File: config.mk
export PLATFORM = sky130hd
export DESIGN_NAME = sorted_timer_expiry_queue
export DESIGN_NICKNAME = d
export VERILOG_FILES = /design/src/hdl/steq_pkg.sv /design/src/hdl/steq_ctrl.sv /design/src/hdl/steq_datapath.sv /design/src/hdl/sorted_timer_expiry_queue.sv
export VERILOG_INCLUDE_DIRS = /design/src /design/src/hdl
export SDC_FILE = /design/constraint.sdc
export NUM_CORES = 2
export LEC_CHECK = 0
export ABC_AREA = 1
export ABC_CLOCK_PERIOD_IN_PS = 3900
export BUFFER_PORTS_ARGS = -buffer_cell sky130_fd_sc_hd__buf_2
export CAP_MARGIN = 10
export CORE_ASPECT_RATIO = 1.4
export CORE_MARGIN = 2
export CORE_UTILIZATION = 23
export CTS_CLUSTER_SIZE = 24
export DETAILED_ROUTE_END_ITERATION = 6
export REMOVE_ABC_BUFFERS = 1
export SETUP_SLACK_MARGIN = 0.05
export SYNTH_ARGS = -nofsm -noshare
export SYNTH_HDL_FRONTEND = slang
export SYNTH_HIERARCHICAL = 1
export SYNTH_SLANG_ARGS = --single-unit
File: constraint.sdc
create_clock -name clk -period 3.9 [get_ports clk]
set_clock_uncertainty 0.15 [all_clocks]
set_input_delay 0.78 -clock clk [delete_from_list [all_inputs] [get_ports clk]]
set_output_delay 0.78 -clock clk [all_outputs]
set_load 0.02 [all_outputs]
File: src/hdl/sorted_timer_expiry_queue_macros.svh
// ----------------------------------------------------------------------------
// Sorted timer expiry queue assertion macros
// Shared concurrent assertion forms, clocked on clk and gated by rst_n.
// ----------------------------------------------------------------------------
`ifndef SORTED_TIMER_EXPIRY_QUEUE_MACROS_SVH
`define SORTED_TIMER_EXPIRY_QUEUE_MACROS_SVH

// same-cycle implication
`define STEQ_ASSERT_NOW(label, ante, cons) \
    label: assert property (@(posedge clk) disable iff (!rst_n) (ante) |-> (cons)) \
        else $error("steq assertion failed");

// next-cycle implication
`define STEQ_ASSERT_NEXT(label, ante, cons) \
    label: assert property (@(posedge clk) disable iff (!rst_n) (ante) |=> (cons)) \
        else $error("steq assertion failed");

`endif

File: src/hdl/steq_pkg.sv
// ----------------------------------------------------------------------------
// steq_pkg
// Constants, beat types and controller/datapath interface for the timer queue.
// ----------------------------------------------------------------------------
`default_nettype none

package steq_pkg;

    localparam int NUM_TIMERS = 16;
    localparam int TICK_BITS  = 32;
    localparam int ID_BITS    = 4;
    localparam int CNT_BITS   = 5;

    localparam logic [1:0] MODE_START = 2'd0;
    localparam logic [1:0] MODE_STOP  = 2'd1;
    localparam logic [1:0] MODE_CHECK = 2'd2;

    localparam logic KIND_EXPIRED = 1'b0;
    localparam logic KIND_COMPARE = 1'b1;

    typedef struct packed {
        logic [1:0]           mode;
        logic [ID_BITS-1:0]   timer_id;
        logic [TICK_BITS-1:0] tick_value;
    } req_beat_t;

    typedef struct packed {
        logic                 kind;
        logic [ID_BITS-1:0]   expired_id;
        logic [TICK_BITS-1:0] compare_value;
        logic [TICK_BITS-1:0] earliest;
        logic                 last;
    } rsp_beat_t;

    typedef struct packed {
        logic load_req;
        logic ptr_clr;
        logic ptr_inc;
        logic do_insert;
        logic do_remove;
        logic do_pop;
        logic emit_exp;
        logic emit_cmp;
    } steq_cmd_t;

    typedef struct packed {
        logic is_start;
        logic is_stop;
        logic is_check;
        logic start_ok;
        logic stop_ok;
        logic scan_hit;
        logic ptr_end;
        logic ptr_zero;
        logic head_due;
        logic out_free;
    } steq_sts_t;

endpackage

`default_nettype wire

File: src/hdl/steq_ctrl.sv
// ----------------------------------------------------------------------------
// steq_ctrl
// Sequencer for start, stop and check requests of the timer queue.
// ----------------------------------------------------------------------------
`default_nettype none

module steq_ctrl
    import steq_pkg::*;
(
    input  wire logic      clk,
    input  wire logic      rst_n,
    input  wire logic      req_valid,
    output logic           req_stall,
    input  wire steq_sts_t sts,
    output steq_cmd_t      cmd
);

    localparam logic [2:0] ST_IDLE   = 3'd0;
    localparam logic [2:0] ST_DECODE = 3'd1;
    localparam logic [2:0] ST_SCAN   = 3'd2;
    localparam logic [2:0] ST_APPLY  = 3'd3;
    localparam logic [2:0] ST_POP    = 3'd4;
    localparam logic [2:0] ST_EMIT   = 3'd5;

    logic [2:0] state_reg, state_next;
    logic       popped_reg, popped_next;

    always_ff @(posedge clk or negedge rst_n)
    begin
        if (!rst_n)
        begin
            state_reg  <= ST_IDLE;
            popped_reg <= 1'b0;
        end
        else
        begin
            state_reg  <= state_next;
            popped_reg <= popped_next;
        end
    end

    assign req_stall = (state_reg != ST_IDLE);

    always_comb
    begin
        state_next  = state_reg;
        popped_next = popped_reg;
        cmd         = '0;
        unique case (state_reg)
            ST_IDLE:
            begin
                if (req_valid)
                begin
                    cmd.load_req = 1'b1;
                    state_next   = ST_DECODE;
                end
            end
            ST_DECODE:
            begin
                popped_next = 1'b0;
                cmd.ptr_clr = 1'b1;
                priority if ((sts.is_start && sts.start_ok) || (sts.is_stop && sts.stop_ok))
                    state_next = ST_SCAN;
                else if (sts.is_check)
                    state_next = ST_POP;
                else
                    state_next = ST_IDLE;
            end
            ST_SCAN:
            begin
                if (sts.ptr_end || sts.scan_hit)
                    state_next = ST_APPLY;
                else
                    cmd.ptr_inc = 1'b1;
            end
            ST_APPLY:
            begin
                cmd.do_insert = sts.is_start;
                cmd.do_remove = sts.is_stop;
                state_next    = sts.ptr_zero ? ST_EMIT : ST_IDLE;
            end
            ST_POP:
            begin
                priority if (sts.head_due)
                begin
                    if (sts.out_free)
                    begin
                        cmd.do_pop   = 1'b1;
                        cmd.emit_exp = 1'b1;
                        popped_next  = 1'b1;
                    end
                end
                else if (popped_reg)
                    state_next = ST_EMIT;
                else
                    state_next = ST_IDLE;
            end
            ST_EMIT:
            begin
                if (sts.out_free)
                begin
                    cmd.emit_cmp = 1'b1;
                    state_next   = ST_IDLE;
                end
            end
            default:
            begin
                state_next = ST_IDLE;
            end
        endcase
    end

endmodule

`default_nettype wire

File: src/hdl/steq_datapath.sv
// ----------------------------------------------------------------------------
// steq_datapath
// Ordered slot array, queued flags, scan pointer and response register.
// ----------------------------------------------------------------------------
`default_nettype none

`include "sorted_timer_expiry_queue_macros.svh"

module steq_datapath
    import steq_pkg::*;
(
    input  wire logic      clk,
    input  wire logic      rst_n,
    input  wire req_beat_t req,
    input  wire logic      rsp_stall,
    output logic           rsp_valid,
    output rsp_beat_t      rsp,
    input  wire steq_cmd_t cmd,
    output steq_sts_t      sts
);

    req_beat_t            req_reg;
    req_beat_t            req_in;
    logic [ID_BITS-1:0]   slot_id_reg  [NUM_TIMERS];
    logic [TICK_BITS-1:0] slot_exp_reg [NUM_TIMERS];
    logic [ID_BITS-1:0]   slot_id_next [NUM_TIMERS];
    logic [TICK_BITS-1:0] slot_exp_next[NUM_TIMERS];
    logic [NUM_TIMERS-1:0] queued_reg, queued_next;
    logic [CNT_BITS-1:0]  count_reg, count_next;
    logic [CNT_BITS-1:0]  ptr_reg, ptr_next;
    rsp_beat_t            rsp_reg, rsp_next;
    logic                 rsp_valid_reg, rsp_valid_next;

    logic [ID_BITS-1:0]   pidx;
    logic [ID_BITS-1:0]   sel_id;
    logic [TICK_BITS-1:0] sel_exp;
    logic [TICK_BITS-1:0] head_now;
    logic [TICK_BITS-1:0] head_after_pop;
    logic                 id_ok;
    logic                 out_free;

    assign pidx     = ptr_reg[ID_BITS-1:0];
    assign sel_id   = slot_id_reg[pidx];
    assign sel_exp  = slot_exp_reg[pidx];
    assign head_now = (count_reg != '0) ? slot_exp_reg[0] : '0;
    assign head_after_pop = (count_reg > CNT_BITS'(1)) ? slot_exp_reg[1] : '0;
    assign id_ok    = ({1'b0, req_reg.timer_id} < CNT_BITS'(NUM_TIMERS));
    assign out_free = !rsp_valid_reg || !rsp_stall;

    always_comb
    begin
        sts.is_start = (req_reg.mode == MODE_START);
        sts.is_stop  = (req_reg.mode == MODE_STOP);
        sts.is_check = (req_reg.mode == MODE_CHECK);
        sts.start_ok = id_ok && !queued_reg[req_reg.timer_id]
                       && (count_reg < CNT_BITS'(NUM_TIMERS));
        sts.stop_ok  = id_ok && queued_reg[req_reg.timer_id];
        sts.scan_hit = (req_reg.mode == MODE_START) ? (sel_exp > req_reg.tick_value)
                                                    : (sel_id == req_reg.timer_id);
        sts.ptr_end  = (ptr_reg == count_reg);
        sts.ptr_zero = (ptr_reg == '0);
        sts.head_due = (count_reg != '0) && (req_reg.tick_value >= slot_exp_reg[0]);
        sts.out_free = out_free;
    end

    always_comb
    begin
        req_in = req;
        if ((req.mode == MODE_START) && (req.tick_value == '0))
            req_in.tick_value = TICK_BITS'(1);
    end

    always_comb
    begin
        slot_id_next  = slot_id_reg;
        slot_exp_next = slot_exp_reg;
        queued_next   = queued_reg;
        count_next    = count_reg;
        ptr_next      = ptr_reg;
        if (cmd.ptr_clr)
            ptr_next = '0;
        else if (cmd.ptr_inc)
            ptr_next = ptr_reg + CNT_BITS'(1);
        if (cmd.do_insert)
        begin
            for (int k = 0; k < NUM_TIMERS; k++)
            begin
                if (CNT_BITS'(k) == ptr_reg)
                begin
                    slot_id_next[k]  = req_reg.timer_id;
                    slot_exp_next[k] = req_reg.tick_value;
                end
                else if ((k > 0) && (CNT_BITS'(k) > ptr_reg))
                begin
                    slot_id_next[k]  = slot_id_reg[(k > 0) ? k - 1 : 0];
                    slot_exp_next[k] = slot_exp_reg[(k > 0) ? k - 1 : 0];
                end
            end
            queued_next[req_reg.timer_id] = 1'b1;
            count_next = count_reg + CNT_BITS'(1);
        end
        if (cmd.do_remove || cmd.do_pop)
        begin
            for (int k = 0; k < NUM_TIMERS - 1; k++)
            begin
                if (cmd.do_pop || (CNT_BITS'(k) >= ptr_reg))
                begin
                    slot_id_next[k]  = slot_id_reg[k + 1];
                    slot_exp_next[k] = slot_exp_reg[k + 1];
                end
            end
            if (cmd.do_pop)
                queued_next[slot_id_reg[0]] = 1'b0;
            else
                queued_next[req_reg.timer_id] = 1'b0;
            count_next = count_reg - CNT_BITS'(1);
        end
    end

    always_comb
    begin
        rsp_next       = rsp_reg;
        rsp_valid_next = rsp_valid_reg && rsp_stall;
        if (cmd.emit_exp)
        begin
            rsp_next.kind          = KIND_EXPIRED;
            rsp_next.expired_id    = slot_id_reg[0];
            rsp_next.compare_value = '0;
            rsp_next.earliest      = head_after_pop;
            rsp_next.last          = 1'b0;
            rsp_valid_next         = 1'b1;
        end
        else if (cmd.emit_cmp)
        begin
            rsp_next.kind          = KIND_COMPARE;
            rsp_next.expired_id    = '0;
            rsp_next.compare_value = head_now;
            rsp_next.earliest      = head_now;
            rsp_next.last          = 1'b1;
            rsp_valid_next         = 1'b1;
        end
    end

    always_ff @(posedge clk or negedge rst_n)
    begin
        if (!rst_n)
        begin
            queued_reg    <= '0;
            count_reg     <= '0;
            ptr_reg       <= '0;
            rsp_valid_reg <= 1'b0;
        end
        else
        begin
            queued_reg    <= queued_next;
            count_reg     <= count_next;
            ptr_reg       <= ptr_next;
            rsp_valid_reg <= rsp_valid_next;
        end
    end

    always_ff @(posedge clk)
    begin
        if (cmd.load_req)
            req_reg <= req_in;
        slot_id_reg  <= slot_id_next;
        slot_exp_reg <= slot_exp_next;
        rsp_reg      <= rsp_next;
    end

    assign rsp_valid = rsp_valid_reg;
    assign rsp       = rsp_reg;

    `STEQ_ASSERT_NOW(a_count_bound, 1'b1, count_reg <= CNT_BITS'(NUM_TIMERS))
    `STEQ_ASSERT_NOW(a_flags_match, 1'b1, $countones(queued_reg) == 32'(count_reg))
    `STEQ_ASSERT_NEXT(a_pop_shrinks, cmd.do_pop, count_reg == $past(count_reg) - CNT_BITS'(1))
    `STEQ_ASSERT_NOW(a_emit_room, cmd.emit_exp || cmd.emit_cmp, out_free)

endmodule

`default_nettype wire

File: src/hdl/sorted_timer_expiry_queue.sv
// ----------------------------------------------------------------------------
// sorted_timer_expiry_queue
// Timer queue kept in expiry order, reporting expirations and compare updates.
// ----------------------------------------------------------------------------
// One request is in work at a time; req_stall is high from the accepting edge
// until it is finished. A start or stop request that is ignored goes from the
// decode state straight back to idle. One that is carried out also passes
// through the scan and apply states (the insert position or the stopped timer
// is found by a pointer walking the ordered slot array one entry per cycle);
// one that changes the head then sends a compare beat. A check pops every
// expired timer, then sends a compare beat if any expired; each expiry leaves
// through the single response register as its own beat. A response stall
// holds each of these beats until the response register is free.
`default_nettype none

module sorted_timer_expiry_queue
    import steq_pkg::*;
(
    input  wire logic      clk,
    input  wire logic      rst_n,
    input  wire logic      req_valid,
    output logic           req_stall,
    input  wire req_beat_t req,
    output logic           rsp_valid,
    input  wire logic      rsp_stall,
    output rsp_beat_t      rsp
);

    steq_cmd_t cmd;
    steq_sts_t sts;

    steq_ctrl u_ctrl (
        .clk       (clk),
        .rst_n     (rst_n),
        .req_valid (req_valid),
        .req_stall (req_stall),
        .sts       (sts),
        .cmd       (cmd)
    );

    steq_datapath u_datapath (
        .clk       (clk),
        .rst_n     (rst_n),
        .req       (req),
        .rsp_stall (rsp_stall),
        .rsp_valid (rsp_valid),
        .rsp       (rsp),
        .cmd       (cmd),
        .sts       (sts)
    );

endmodule

`default_nettype wire
==> run_results.csv <==
group,metric,value,unit
logic_synthesis,syn_area,41400,µm²
cts,clock-root-buffer,"clkbuf_16",
drt,top_layer_used,"met5",
drt,wl,187000,µm
layout,drive_above_1_share,16.03,%
logic_synthesis,synth_edf_count,110,
cts,clkLatencyLatePin,700,ps
layout,largest_reg_flops,512,
cts,hold_buffers,0,
sta,slew_headroom,27.54,%
global_route,grt_pass1_wl,273000,µm
cts,numCtsBuffers,75,
cts,cts.path.max_buffers,3,
layout,fin_nets,6440,
cts,cts_tree,"built",
logic_synthesis,ys_warn_count,6,
sta,tns,-937.3,ps
logic_synthesis,ys.flop_type,"dfxtp_1",
place,post-place-cells,8539,
sta,rsz0062_at_grt,"true",
critical_path,critical_path_class,"register to register",
logic_synthesis,synthArstFlopShare,4.342,%
status,violations,"setup timing",
logic_synthesis,synthCells,6064,
drt,remaining_drc_errors,0,
drt,final_antenna_net_count,0,
sta,setup_ws,-230.9,ps
drt,wl_met1,75240,µm
sta,worst_pin_slew,1086,ps
power,power,42420,µW
floorplan,io_pins,114,
critical_path,cp-start-kind,"register",
place,hpwlAfterDp,138900,µm
drt,wl_met3,11940,µm
logic_synthesis,ys_ff_latch,714,
layout,final_cell_mix,"nand2_1 (1,180), o21ai_0 (771), a21oi_1 (638)",
power,p_per_area,820.1,nW/µm²
global_route,grt_pass1_vias,42640,
global_route,antenna_found_initial,8,
global_route,grt_max_degree,135,
floorplan,rows,184,
sta,finalCriticalPeriod,4131,ps
floorplan,die_h,506.0,µm
cts,htree_levels,3,
critical_path,cp-end-kind,"register",
drt,drt_first_iter_violations,4515,
place,port-buffer-count,113,
layout,area_growth,24.92,%
logic_synthesis,synth_cell_type_count,57,
min_path,hold_path_class,"input pin to async pin",
place,gp_routability_congestion,0.9562,
power,peakVddDrop,0.4433,mV
global_route,overflow,0,
drt,vias,44840,
power,leakage,0.02284,µW
floorplan,die_w,362.6,µm
status,status,"finished, violations left",
sta,hold_viol,0,
floorplan,coreArea,179100,µm²
drt,drt_pre_antenna_iters,7,
drt,viasPerCell,5.144,
layout,post-route-util,28.87,%
logic_synthesis,ys_seq_area_share,37.56,%
drt,wire_per_inst,21.46,µm
critical_path,crit_fanout,8,
layout,instances_no_fill,8716,
sta,drv_slew,0,
sta,setup_violations,7,
sta,fin_crit_sh,105.9,%
run,max_cap_viol_count,0,
floorplan,initial_core_util,23.11,%
sta,max_freq,242.1,MHz
cts,clk_pin_slew,70,ps
sta,whs,73.77,ps
floorplan,die_area,183500,µm²
cts,cts_num_sinks,714,
critical_path,cp.required,4350,ps
global_route,grt_use_total,19.32,%
drt,dr_wl_met2,88600,µm
critical_path,critPathArrivalTime,4580,ps
layout,final_common_cell,"nand2_1",
logic_synthesis,syn_area_per_cell,6.827,µm²
per-layer routing:
metal	global-route usage, %	vias up
met4	10.49	2
li1	-	21260
met1	23.42	21040
met3	2.477	472
met5	0	-
met2	33.03	2063
cells by family after synthesis:
| family | after synthesis | synth area share [%] |
|---|---|---|
| AOI/OAI and AO/OA | 2261 | 31.38 |
| and+or+nand+nor | 1892 | 18.13 |
| buffers and inverters | 1122 | 10.69 |
| DFF | 714 | 37.56 |
| adders and majority gates | 71 | 2.146 |
| xor gates and xnor gates | 4 | 0.08464 |
cell usage after synthesis, types with 13 or more instances:
master     count  share of area, %
a2111oi_0     26              0.55
a211oi_1      45              0.82
a21oi_1      666               8.1
a221oi_1      17              0.36
a22oi_1       78               1.4
a31oi_1       52              0.79
buf_1         57              0.52
buf_2        107               1.3
clkbuf_1     337               3.1
clkinv_1      31              0.28
dfrtp_1       31               1.9
dfxtp_1      573                28
edfxtp_1     110               8.0
ha_1          71               2.1
inv_1        549               5.0
inv_2         23              0.21
nand2_1     1195                11
nand3_1       94               1.1
nand4_1       20              0.30
nor2_1       530               4.8
nor2_2        13              0.20
o211ai_1      87               1.6
o21ai_0      820               9.9
o21ai_1       64              0.77
o221ai_1      60               1.3
o22a_1        34              0.72
o22ai_1      237               3.6
o31ai_1       34              0.62
metrics by stage:
stage,cell area (µm²),setup slack [ps]
after floorplan,39250,-11490
after global placement,47980,-518.2
after detailed placement,47980,-465.4
after CTS,51070,-47.22
after global routing,51720,-388.0
final,51720,-230.9
path summary, 6_finish.rpt:
path / slack, ps / to / start / depth (start not counted)
max: -230 / u_datapath/ptr_reg[4] / u_datapath/ptr_reg[0] / 27
min: 70 / u_datapath/ptr_reg[0] / rst_n / 1
max reg2reg: -230 / u_datapath/ptr_reg[4] / u_datapath/ptr_reg[0] / 27
min reg2reg: 300 / u_datapath/rsp[50] / u_datapath/rsp[50] / 2
max in group asynchronous: 2880 / u_datapath/ptr_reg[0] / rst_n / 1
min in group clk: 120 / u_datapath/req_reg[33] / req[33] / 1
worst max-delay path: stages, from the launching register on:
cell     delay (ps)
dfrtp_4         530
inv_12           80
buf_12          160
buf_12          130
buf_12          120
buf_16          140
o21ai_2         100
nand4_1         130
a21oi_2         190
a21oi_2          60
ha_1            290
nand2_1          70
inv_1            90
nand3_2          90
buf_6           150
nor3_4          200
buf_6           140
a21oi_2          50
nand2_2         100
buf_12          110
nand2_2          50
nor2_1          120
nand3_1         140
inv_2           150
inv_6            60
nor3_4          110
a21oi_1          80
nor3_1          200
what timing repair did:
action                                  CTS  global route
endpoints found under the hold margin     0             0
pin swaps                                29            35
endpoints found under the setup margin  461           410
gates cloned                              7             4
buffers inserted                         10            15
gates resized for setup                 117           113
area by class of cell:
| class | instances | area, µm² |
|---|---|---|
| repair buffers | 703 | 6396 |
| multi-input cells | 4228 | 22060 |
| flip-flops and latches | 714 | 15570 |
| clock buffers | 104 | 2088 |
| well taps | 2325 | 2909 |
| inverters | 605 | 2321 |
| fillers | 19360 | 127400 |
| diodes | 2 | 5.005 |
| clock inverters | 35 | 369.1 |
power by group:
| group | switching [µW] | internal [µW] | leakage (µW) | total (µW) |
|---|---|---|---|---|
| clock network | 3400 | 4180 | 0.00122 | 7580 |
| registers | 2550 | 10900 | 0.00624 | 13400 |
| logic | 13000 | 8410 | 0.0154 | 21400 |
| total | 19000 | 23400 | 0.0228 | 42400 |
Note: power is estimated with default switching activity, not from simulation.
